File: src/hw/rtl/gccc_pkg.sv
// types and constants for the grapheme cluster column clipper
// no dependencies; imported by grapheme_cluster_column_clipper
package gccc_pkg;

   localparam int unsigned CP_W  = 21;
   localparam int unsigned COL_W = 16;

   typedef logic [CP_W-1:0]  cp_type;
   typedef logic [COL_W-1:0] col_type;

   typedef enum logic [1:0] {
      STATUS_ACCEPTED  = 2'd0,
      STATUS_RUN_FULL  = 2'd1,
      STATUS_ZERO_RUN  = 2'd2,
      STATUS_IGNORED   = 2'd3
   } status_type;

   localparam col_type MAX_COLS_RESET = 16'd80;

   localparam cp_type RI_LO     = 21'h1F1E6;
   localparam cp_type RI_HI     = 21'h1F1FF;
   localparam cp_type SKIN_LO   = 21'h1F3FB;
   localparam cp_type SKIN_HI   = 21'h1F3FF;
   localparam cp_type VS_LO     = 21'h0FE00;
   localparam cp_type VS_HI     = 21'h0FE0F;
   localparam cp_type VS_SUP_LO = 21'hE0100;
   localparam cp_type VS_SUP_HI = 21'hE01EF;
   localparam cp_type EMOJI_LO  = 21'h1F000;
   localparam cp_type EMOJI_HI  = 21'h1FAFF;
   localparam cp_type MISC_LO   = 21'h02600;
   localparam cp_type MISC_HI   = 21'h026FF;
   localparam cp_type CHECK_MARK = 21'h02705;
   localparam cp_type ZWJ       = 21'h0200D;
   localparam cp_type ZWNJ      = 21'h0200C;

   typedef struct packed {
      logic has_base;
      logic emoji_cluster;
      logic indicator_waiting;
      logic joiner_waiting;
   } flags_type;

endpackage

File: src/hw/rtl/grapheme_cluster_column_clipper.sv
// grapheme cluster column clipper: cluster rule, column count and run clipping
// depends on gccc_pkg
//
// Takes one code point per cycle while req_stall is low and returns one result
// per item by way of the input register, then the result register. Back-to-back
// items flow at one per cycle unless rsp_stall holds them; the limit is the
// per-item state loop in the compute stage (cluster flags plus one 17-bit add
// and compare against the limit). Each result says whether the character joins
// the previous cluster, the run status and the columns held. Once a run ends,
// items are ignored until one arrives with run_start set. The limit register may
// be written at any time the block is idle; csr_ready is always high.
module grapheme_cluster_column_clipper
   import gccc_pkg::*;
(
   input  logic       clock,
   input  logic       reset,
   input  logic       req_valid,
   output logic       req_stall,
   input  cp_type     req_code_point,
   input  logic [1:0] req_char_width,
   input  logic       req_last_of_text,
   input  logic       req_run_start,
   output logic       rsp_valid,
   input  logic       rsp_stall,
   output logic       rsp_continues_cluster,
   output logic [1:0] rsp_status,
   output col_type    rsp_run_columns,
   input  logic       csr_valid,
   output logic       csr_ready,
   input  col_type    csr_data
);

   col_type    max_cols_ff;

   logic       in_valid_ff;
   cp_type     in_cp_ff;
   logic [1:0] in_width_ff;
   logic       in_last_ff;
   logic       in_start_ff;

   flags_type  flags_ff, flags_in;
   col_type    used_ff, used_in;
   col_type    cluster_ff, cluster_in;
   logic       ended_ff, ended_in;

   logic       out_valid_ff;
   logic       out_cont_ff, out_cont_in;
   status_type out_status_ff, out_status_in;
   col_type    out_cols_ff;

   logic       out_free;
   logic       advance;

   assign out_free  = !out_valid_ff || !rsp_stall;
   assign advance   = in_valid_ff && out_free;
   assign req_stall = in_valid_ff && !out_free;
   assign csr_ready = 1'b1;

   // compute stage
   always_comb begin
      flags_type   f;
      col_type     used_cur;
      col_type     clus_cur;
      logic        ended_cur;
      logic        joins;
      logic        is_ri, is_skin, is_vs, is_emoji;
      logic [16:0] total;
      logic [16:0] clus_sum;

      f         = in_start_ff ? '0 : flags_ff;
      used_cur  = in_start_ff ? '0 : used_ff;
      clus_cur  = in_start_ff ? '0 : cluster_ff;
      ended_cur = in_start_ff ? 1'b0 : ended_ff;

      is_ri    = (in_cp_ff >= RI_LO) && (in_cp_ff <= RI_HI);
      is_skin  = (in_cp_ff >= SKIN_LO) && (in_cp_ff <= SKIN_HI);
      is_vs    = ((in_cp_ff >= VS_LO) && (in_cp_ff <= VS_HI))
              || ((in_cp_ff >= VS_SUP_LO) && (in_cp_ff <= VS_SUP_HI))
              || ((in_width_ff == 2'd0) && (in_cp_ff != ZWNJ) && (in_cp_ff != ZWJ));
      is_emoji = ((in_cp_ff >= EMOJI_LO) && (in_cp_ff <= EMOJI_HI))
              || ((in_cp_ff >= MISC_LO) && (in_cp_ff <= MISC_HI))
              || (in_cp_ff == CHECK_MARK);

      joins = 1'b0;
      if (f.joiner_waiting) begin
         f.joiner_waiting    = 1'b0;
         f.indicator_waiting = 1'b0;
         f.has_base          = 1'b1;
         f.emoji_cluster     = 1'b1;
         joins               = 1'b1;
      end else if (is_ri) begin
         joins               = f.indicator_waiting;
         f.indicator_waiting = !f.indicator_waiting;
         f.has_base          = 1'b1;
         f.emoji_cluster     = 1'b0;
      end else begin
         f.indicator_waiting = 1'b0;
         if (is_skin && f.has_base && f.emoji_cluster) begin
            joins = 1'b1;
         end else if (is_vs) begin
            if (f.has_base) begin
               joins = 1'b1;
            end else begin
               f.emoji_cluster = 1'b0;
            end
         end else if ((in_cp_ff == ZWJ) && f.has_base && f.emoji_cluster && !in_last_ff) begin
            f.joiner_waiting = 1'b1;
            joins            = 1'b1;
         end else begin
            f.has_base      = 1'b1;
            f.emoji_cluster = is_emoji;
         end
      end

      total    = {1'b0, used_cur} + {15'd0, in_width_ff};
      clus_sum = {1'b0, clus_cur} + {15'd0, in_width_ff};

      flags_in      = f;
      used_in       = used_cur;
      cluster_in    = clus_cur;
      ended_in      = ended_cur;
      out_cont_in   = joins;
      out_status_in = STATUS_ACCEPTED;

      if (ended_cur) begin
         // run already over: state holds, apart from the start clear
         flags_in      = in_start_ff ? '0 : flags_ff;
         out_cont_in   = 1'b0;
         out_status_in = STATUS_IGNORED;
      end else if (total > {1'b0, max_cols_ff}) begin
         // back out the partial cluster this character would have joined
         if (joins) begin
            used_in = (clus_cur <= used_cur) ? used_cur - clus_cur : '0;
         end
         cluster_in    = '0;
         ended_in      = 1'b1;
         out_status_in = (used_in == '0) ? STATUS_ZERO_RUN : STATUS_RUN_FULL;
      end else begin
         used_in = total[COL_W-1:0];
         if (joins) begin
            cluster_in = clus_sum[COL_W] ? '1 : clus_sum[COL_W-1:0];
         end else begin
            cluster_in = {14'd0, in_width_ff};
         end
      end
   end

   always_ff @(posedge clock) begin
      if (reset) begin
         max_cols_ff   <= MAX_COLS_RESET;
         in_valid_ff   <= 1'b0;
         flags_ff      <= '0;
         used_ff       <= '0;
         cluster_ff    <= '0;
         ended_ff      <= 1'b0;
         out_valid_ff  <= 1'b0;
      end else begin
         if (csr_valid && csr_ready) begin
            max_cols_ff <= csr_data;
         end
         if (!req_stall) begin
            in_valid_ff <= req_valid;
         end
         if (advance) begin
            flags_ff   <= flags_in;
            used_ff    <= used_in;
            cluster_ff <= cluster_in;
            ended_ff   <= ended_in;
         end
         if (out_free) begin
            out_valid_ff <= in_valid_ff;
         end
      end
   end

   // payload registers
   always_ff @(posedge clock) begin
      if (req_valid && !req_stall) begin
         in_cp_ff    <= req_code_point;
         in_width_ff <= req_char_width;
         in_last_ff  <= req_last_of_text;
         in_start_ff <= req_run_start;
      end
      if (advance) begin
         out_cont_ff   <= out_cont_in;
         out_status_ff <= out_status_in;
         out_cols_ff   <= used_in;
      end
   end

   assign rsp_valid             = out_valid_ff;
   assign rsp_continues_cluster = out_cont_ff;
   assign rsp_status            = out_status_ff;
   assign rsp_run_columns       = out_cols_ff;

   a_cluster_within_run: assert property (@(posedge clock) disable iff (reset)
      cluster_ff <= used_ff)
      else $error("cluster columns exceed run columns");

   a_joiner_has_emoji_base: assert property (@(posedge clock) disable iff (reset)
      flags_ff.joiner_waiting |-> (flags_ff.has_base && flags_ff.emoji_cluster))
      else $error("joiner waiting without an emoji base");

   a_zero_run_empty: assert property (@(posedge clock) disable iff (reset)
      (out_valid_ff && (out_status_ff == STATUS_ZERO_RUN)) |-> (out_cols_ff == '0))
      else $error("zero-width run error with columns held");

   a_full_run_nonempty: assert property (@(posedge clock) disable iff (reset)
      (out_valid_ff && (out_status_ff == STATUS_RUN_FULL)) |-> (out_cols_ff != '0))
      else $error("run full reported with no columns");

   a_ignored_no_join: assert property (@(posedge clock) disable iff (reset)
      (advance && (out_status_in == STATUS_IGNORED)) |=> (ended_ff && !out_cont_ff))
      else $error("ignored item joined a cluster or run not ended");

endmodule
File: config.mk
export PLATFORM = sky130hd
export DESIGN_NAME = grapheme_cluster_column_clipper
export DESIGN_NICKNAME = d
export VERILOG_FILES = /design/src/hw/rtl/gccc_pkg.sv /design/src/hw/rtl/grapheme_cluster_column_clipper.sv
export SDC_FILE = /design/constraint.sdc
export NUM_CORES = 1
export LEC_CHECK = 0
export ABC_AREA = 1
export ABC_CLOCK_PERIOD_IN_PS = 5850
export BUFFER_PORTS_ARGS = -buffer_cell sky130_fd_sc_hd__buf_2
export CAP_MARGIN = 15
export CORE_MARGIN = 10
export CORE_UTILIZATION = 59
export CTS_CLUSTER_DIAMETER = 200
export DETAILED_ROUTE_END_ITERATION = 8
export GPL_ROUTABILITY_DRIVEN = 0
export PLACE_DENSITY = 0.76
export SLEW_MARGIN = 20
export SYNTH_ARGS = -nofsm -noshare
export SYNTH_HDL_FRONTEND = slang
export SYNTH_SLANG_ARGS = --single-unit
File: constraint.sdc
create_clock -name clock -period 5.85 [get_ports clock]
set_clock_uncertainty 0.05 [all_clocks]
set_input_delay 0.585 -clock clock [delete_from_list [all_inputs] [get_ports clock]]
set_output_delay 0.585 -clock clock [all_outputs]
set_load 0.05 [all_outputs]
== After elaboration in Yosys (flattened, before gate mapping) ==
Index checks and enable logic that the tools add are counted.
Storage, ports and cells
  flip-flop bits (word level): 99
  input bits: 46
  output and inout bits: 22
  logic and storage cells: 102
Cells by class
  add/subtract/negate cells: 3
  magnitude comparators: 14
  eq/ne operators: 4
  multiplexer cells: 35
  reduce and logical (&&, ||, !) cells: 29
Operators by type and width (number)
  16-bit 2-to-1 mux: 12
  21-bit by 17-bit >= comparator with 1-bit output (second input constant): 3
  21-bit by 17-bit less-or-equal comparator with 1-bit output (second input constant): 3
  21-bit by 14-bit equality test with 1-bit output (second input constant): 2
  21-bit by 14-bit != test with 1-bit output (second input constant): 2
  16-bit by 2-bit adder with 17-bit output: 2
  21-bit by 14-bit >= comparator with 1-bit output (second input constant): 1
  21-bit by 16-bit >= comparator with 1-bit output (second input constant): 1
  21-bit by 20-bit >= comparator with 1-bit output (second input constant): 1
  21-bit by 14-bit less-or-equal comparator with 1-bit output (second input constant): 1
  21-bit by 16-bit less-or-equal comparator with 1-bit output (second input constant): 1
  21-bit by 20-bit less-or-equal comparator with 1-bit output (second input constant): 1
  17-bit by 16-bit greater-than comparator with 1-bit output: 1
  16-bit less-or-equal comparator: 1
  1-bit logical AND: 16
  16-bit zero test: 1
  16-bit subtractor: 1
  1-bit 2-to-1 mux: 15
  4-bit 2-to-1 mux: 3
  2-bit 2-to-1 mux: 4
  1-bit zero test: 6
  1-bit logical OR: 5
  3-bit 2-to-1 mux: 1
  2-bit zero test: 1

== Longest topological paths before layout ==
  depth after elaboration: 15
  depth in mapped cells: 32
  gate-level depth less buffers: 29

== Worst setup path after synthesis ==
Ideal clock, no wire load.
  path type: reg-to-reg
  start: reg in_start_ff
  end: reg out_cols_ff[5], in the netlist rsp_run_columns[5], data pin
  library setup time: 0.253 ns
  arrival time: 3.955 ns
  data required time: 5.547 ns
  setup slack: 1.592 ns
  stages on the path, launching flop included: 31
  buffers on the path: 4
  period minus slack after synthesis: 4.258 ns
  cell sequence: edfxtp_1 buf_6 buf_6 clkbuf_1 nor2_1 ha_1 inv_1 a21oi_2 nand2_2 nor4_4 nand2_2 nor3_4 xor2_1 inv_1 ha_1 nand2_1 inv_1 nand3_1 nor3_1 nand2_1 nand2_1 nand2_1 a21boi_0 o21ai_0 nand2_2 nor2_4 buf_6 nand2_1 o21ai_0 inv_1 nand2_1
On the way
  cells in the longest elaborated chain, start to end: 14
  elaborated cells between the ends (all ways): 25
  classes of those cells: add/sub: 2; order compare: 2; mux: 16; reduce/logical: 5
Ends and longest elaborated chain
  start, declared: line grapheme_cluster_column_clipper.sv:39  | logic in_start_ff;
  start signal, assigned: line grapheme_cluster_column_clipper.sv:182  | in_start_ff <= req_run_start;
  branches (longest 13 deep; another with 16-bit by 2-bit adder with 17-bit output)
  16-bit 2-to-1 mux *: line grapheme_cluster_column_clipper.sv:125  | if (ended_cur) begin
  net used_in[5]: line grapheme_cluster_column_clipper.sv:42  | col_type used_ff, used_in;
  end signal, assigned: line grapheme_cluster_column_clipper.sv:187  | out_cols_ff <= used_in;
  end, declared: line grapheme_cluster_column_clipper.sv:49  | col_type out_cols_ff;
Mark *: on every way through the listed nets, which the timed path passes. The select of a mux whose other input is x is not followed.
A chain may end at the register's enable or synchronous reset.

== Final worst setup path ==
  start: reg in_start_ff
  end: reg used_ff[10]
On the way
  cells in the longest elaborated chain, start to end: 14
  elaborated cells between the ends (all ways): 25
  classes of those cells: add/sub: 2; order compare: 2; mux: 16; reduce/logical: 5
Ends and longest elaborated chain
  branches (longest 13 deep; another with 16-bit by 2-bit adder with 17-bit output)
  16-bit 2-to-1 mux *: line grapheme_cluster_column_clipper.sv:125
  end signal, assigned: line grapheme_cluster_column_clipper.sv:166  | used_ff <= used_in;
  end, declared: line grapheme_cluster_column_clipper.sv:42
Every way passes the cells marked *. The select of a mux whose other input is x is not followed.

==> impl_metrics.json <==
{
  "leakage_uw": 0.003846,
  "stdcell_area_um2": 7825,
  "fin_util": 0.6542,
  "rows": 40,
  "max_freq_mhz": 206.9,
  "fin_crit_sh": 0.8263,
  "overflow": 0,
  "antenna_found_initial": 0,
  "drc": 0,
  "numPortBuffers": 66,
  "num-fill-cells": 1055,
  "clkLatencyLatePin_ns": 0.36,
  "drt_pass1_iterations": 6,
  "cts_root_buffer": "clkbuf_16",
  "area_delta_synth_final_pct": 8.784,
  "nets": 1167,
  "die_area_um2": 17010,
  "crit_path_max_fanout": 17,
  "power.share.switching": 0.3316,
  "clock_path_buffers": 2,
  "cts.sink_count": 99,
  "grt_pass1_wl_mm": 28.02,
  "ys_ff_latch": 99,
  "postRouteAntennaNets": 0,
  "p_int_uw": 1253,
  "critPathTopFamily": "simple AND/OR/NAND/NOR gates",
  "switchingPower_uw": 621.6,
  "avgSynthCellArea_um2": 6.943,
  "finalNonFillerCells": 1234,
  "synth_ff_type": "dfxtp_1",
  "synth.cell_area_um2": 7193,
  "first_iter_violations": 505,
  "initial_core_util": 0.6014,
  "crit_type": "reg -> reg",
  "synth-edff-count": 44,
  "hpwl_mm": 13.06,
  "seqPwrFrac": 0.428,
  "drv_slew": 0,
  "cp_slowest_stage_delay_ns": 0.63,
  "start_kind": "register",
  "placed_cells": 1218,
  "diodes": 0,
  "outcome": "finished, final reports clean",
  "first_global_vias": 6017,
  "slowest_stage": "edfxtp_1",
  "min_path_type": "in -> reg",
  "finalCriticalPeriod_ns": 4.834,
  "ir_drop_mv": 0.2326,
  "cp.required_ns": 6.11,
  "synth-async-reset-ratio": 0,
  "h-tree-depth": 3,
  "routedWlPerCell_um": 13.98,
  "grtUsageTotal": 0.2038,
  "max_cap_violations": 0,
  "rsz0062_at_grt": "no",
  "hold_violations": 0,
  "wirelength_mm": 17.25,
  "numCtsBuffers": 9,
  "synthDistinctLibCells": 55,
  "synth_fp_nets": 1121,
  "hold_buffers": 0,
  "power_uw": 1874,
  "setup_viol_count_final": 0,
  "tightest_slew_ns": 1.038,
  "io_pins": 68,
  "placed_area_um2": 7531,
  "cts_tree": "built",
  "path_common_cell": "nand2_1",
  "clkTransAtPathRegs_ns": 0.07,
  "vias": 6568,
  "viasPerCell": 5.323,
  "crit_arrival_ns": 5.09,
  "drive_gt1_frac": 0.1260,
  "power.density_nw_per_um2": 239.5,
  "ctsResizeCount": 0,
  "path_buf_inv": 5,
  "die_y_um": 130.4,
  "tns_ns": 0,
  "p_clk_frac": 0.321,
  "die_w_um": 130.4,
  "core_um2": 11960,
  "postCtsSetupRepairBufs": 0,
  "ys_seq_area_frac": 0.3368,
  "grt_max_degree": 54,
  "ys.warnings.count": 0,
  "power_frac_comb": 0.252,
  "endpoint_kind": "register",
  "maxSlewHeadroom": 0.3073,
  "syn_inst": 1036
}
worst paths after layout:
path	start	to	slack, ns	cells after the start
worst max-delay path	in_start_ff$_DFFE_PP_	used_ff[10]$_SDFFE_PP0P_	1.02	28
worst min-delay path	req_code_point[16]	in_cp_ff[16]$_DFFE_PP_	0.35	1
worst max register to register	in_start_ff$_DFFE_PP_	used_ff[10]$_SDFFE_PP0P_	1.02	28
worst min register to register	max_cols_ff[2]$_SDFFE_PP0P_	max_cols_ff[2]$_SDFFE_PP0P_	0.41	2
Yosys cell counts (all sizes together) (2+ instances only):
cell	instances	area, um2
nor2	115	490.5
edfxtp	44	1321
fa	3	60.06
ha	36	450.4
o221ai	2	17.52
clkbuf	18	67.56
inv	175	659.4
a31oi	3	25.02
xnor2	4	42.55
dfxtp	55	1101
a221oi	2	17.52
buf	16	138.9
nor4	3	40.04
o21ai	78	390.4
nand4	11	81.32
nor3	17	135.1
or2	6	37.54
xor2	14	122.6
nand2	243	952.2
nand3	68	367.9
o211ai	4	40.03
o21bai	2	15.01
a21oi	106	534.3
layout by cell type (no fill, tap or decap), drive strengths merged, types with 2 or more instances in the layout:
cell,count
inv,176
ha,36
o21bai,2
xor2,14
nor3,17
or2,6
buf,69
xnor2,4
clkbuf,10
clkinv,3
dfxtp,55
a31oi,3
nand4,11
o211ai,4
edfxtp,44
a221oi,2
fa,3
nand2,243
nand3,68
nor2,115
nor4,3
o221ai,2
a21oi,106
o21ai,78
cell families (layout without fill, tap and decap cells):
| family | Yosys count | in the layout | synth area share |
|---|---|---|---|
| flip-flops | 99 | 99 | 0.3368 |
| other | 1 | 1 | 0.0005213 |
| AO/OA/AOI/OAI | 203 | 203 | 0.1512 |
| AND/OR/NAND/NOR | 467 | 467 | 0.2973 |
| buffers and inverters | 209 | 260 | 0.1204 |
| XOR/XNOR | 18 | 18 | 0.02296 |
| adder cells (fa/ha/maj) | 39 | 39 | 0.07097 |
routing by layer:
metal | vias to the layer above | wire length [um] | track usage
met4 | 0 | 394 | 0.06082
li1 | 3445 | - | -
met3 | 36 | 1025 | 0.04754
met2 | 190 | 7873 | 0.3437
met1 | 2897 | 7959 | 0.2543
met5 | - | 0 | 0
layout make-up:
cell class,count,area (um2),area share
clock buffer,10,229.0,0.02926
inverter,175,659.4,0.08427
clock inverter,6,65.06,0.008315
timing repair buffer,69,352.8,0.04509
sequential,99,2422,0.3096
multi-input combinational,728,3913,0.5000
tap,147,183.9,0.02350
per-stage QoR:
stage / setup WS [ns] / hold slack (ns)
detailed placement: 1.039 / 0.4067
CTS: 1.015 / 0.3396
global route: 0.4351 / 0.3388
global placement: 1.188 / 0.4084
floorplan: 1.592 / 0.3890
finish: 1.016 / 0.3453
power by group through the flow:
stage | registers, uW | clock network [uW] | logic [uW]
floorplan | 835 | 0 | 346
global placement | 815 | 0 | 462
detailed placement | 816 | 0 | 466
CTS | 801 | 611 | 468
global route | 806 | 635 | 532
finish | 801 | 601 | 472
registers in the layout (all words and copies together), names as in the netlist:
name                   cells
rsp_status                 2
rsp_continues_cluster      1
in_width_ff                2
in_start_ff                1
in_cp_ff                  21
flags_ff                   4
max_cols_ff               16
cluster_ff                16
rsp_run_columns           16
ended_ff                   1
in_valid_ff                1
rsp_valid                  1
used_ff                   16
in_last_ff                 1
Note: power is estimated with default switching activity, not from simulation.
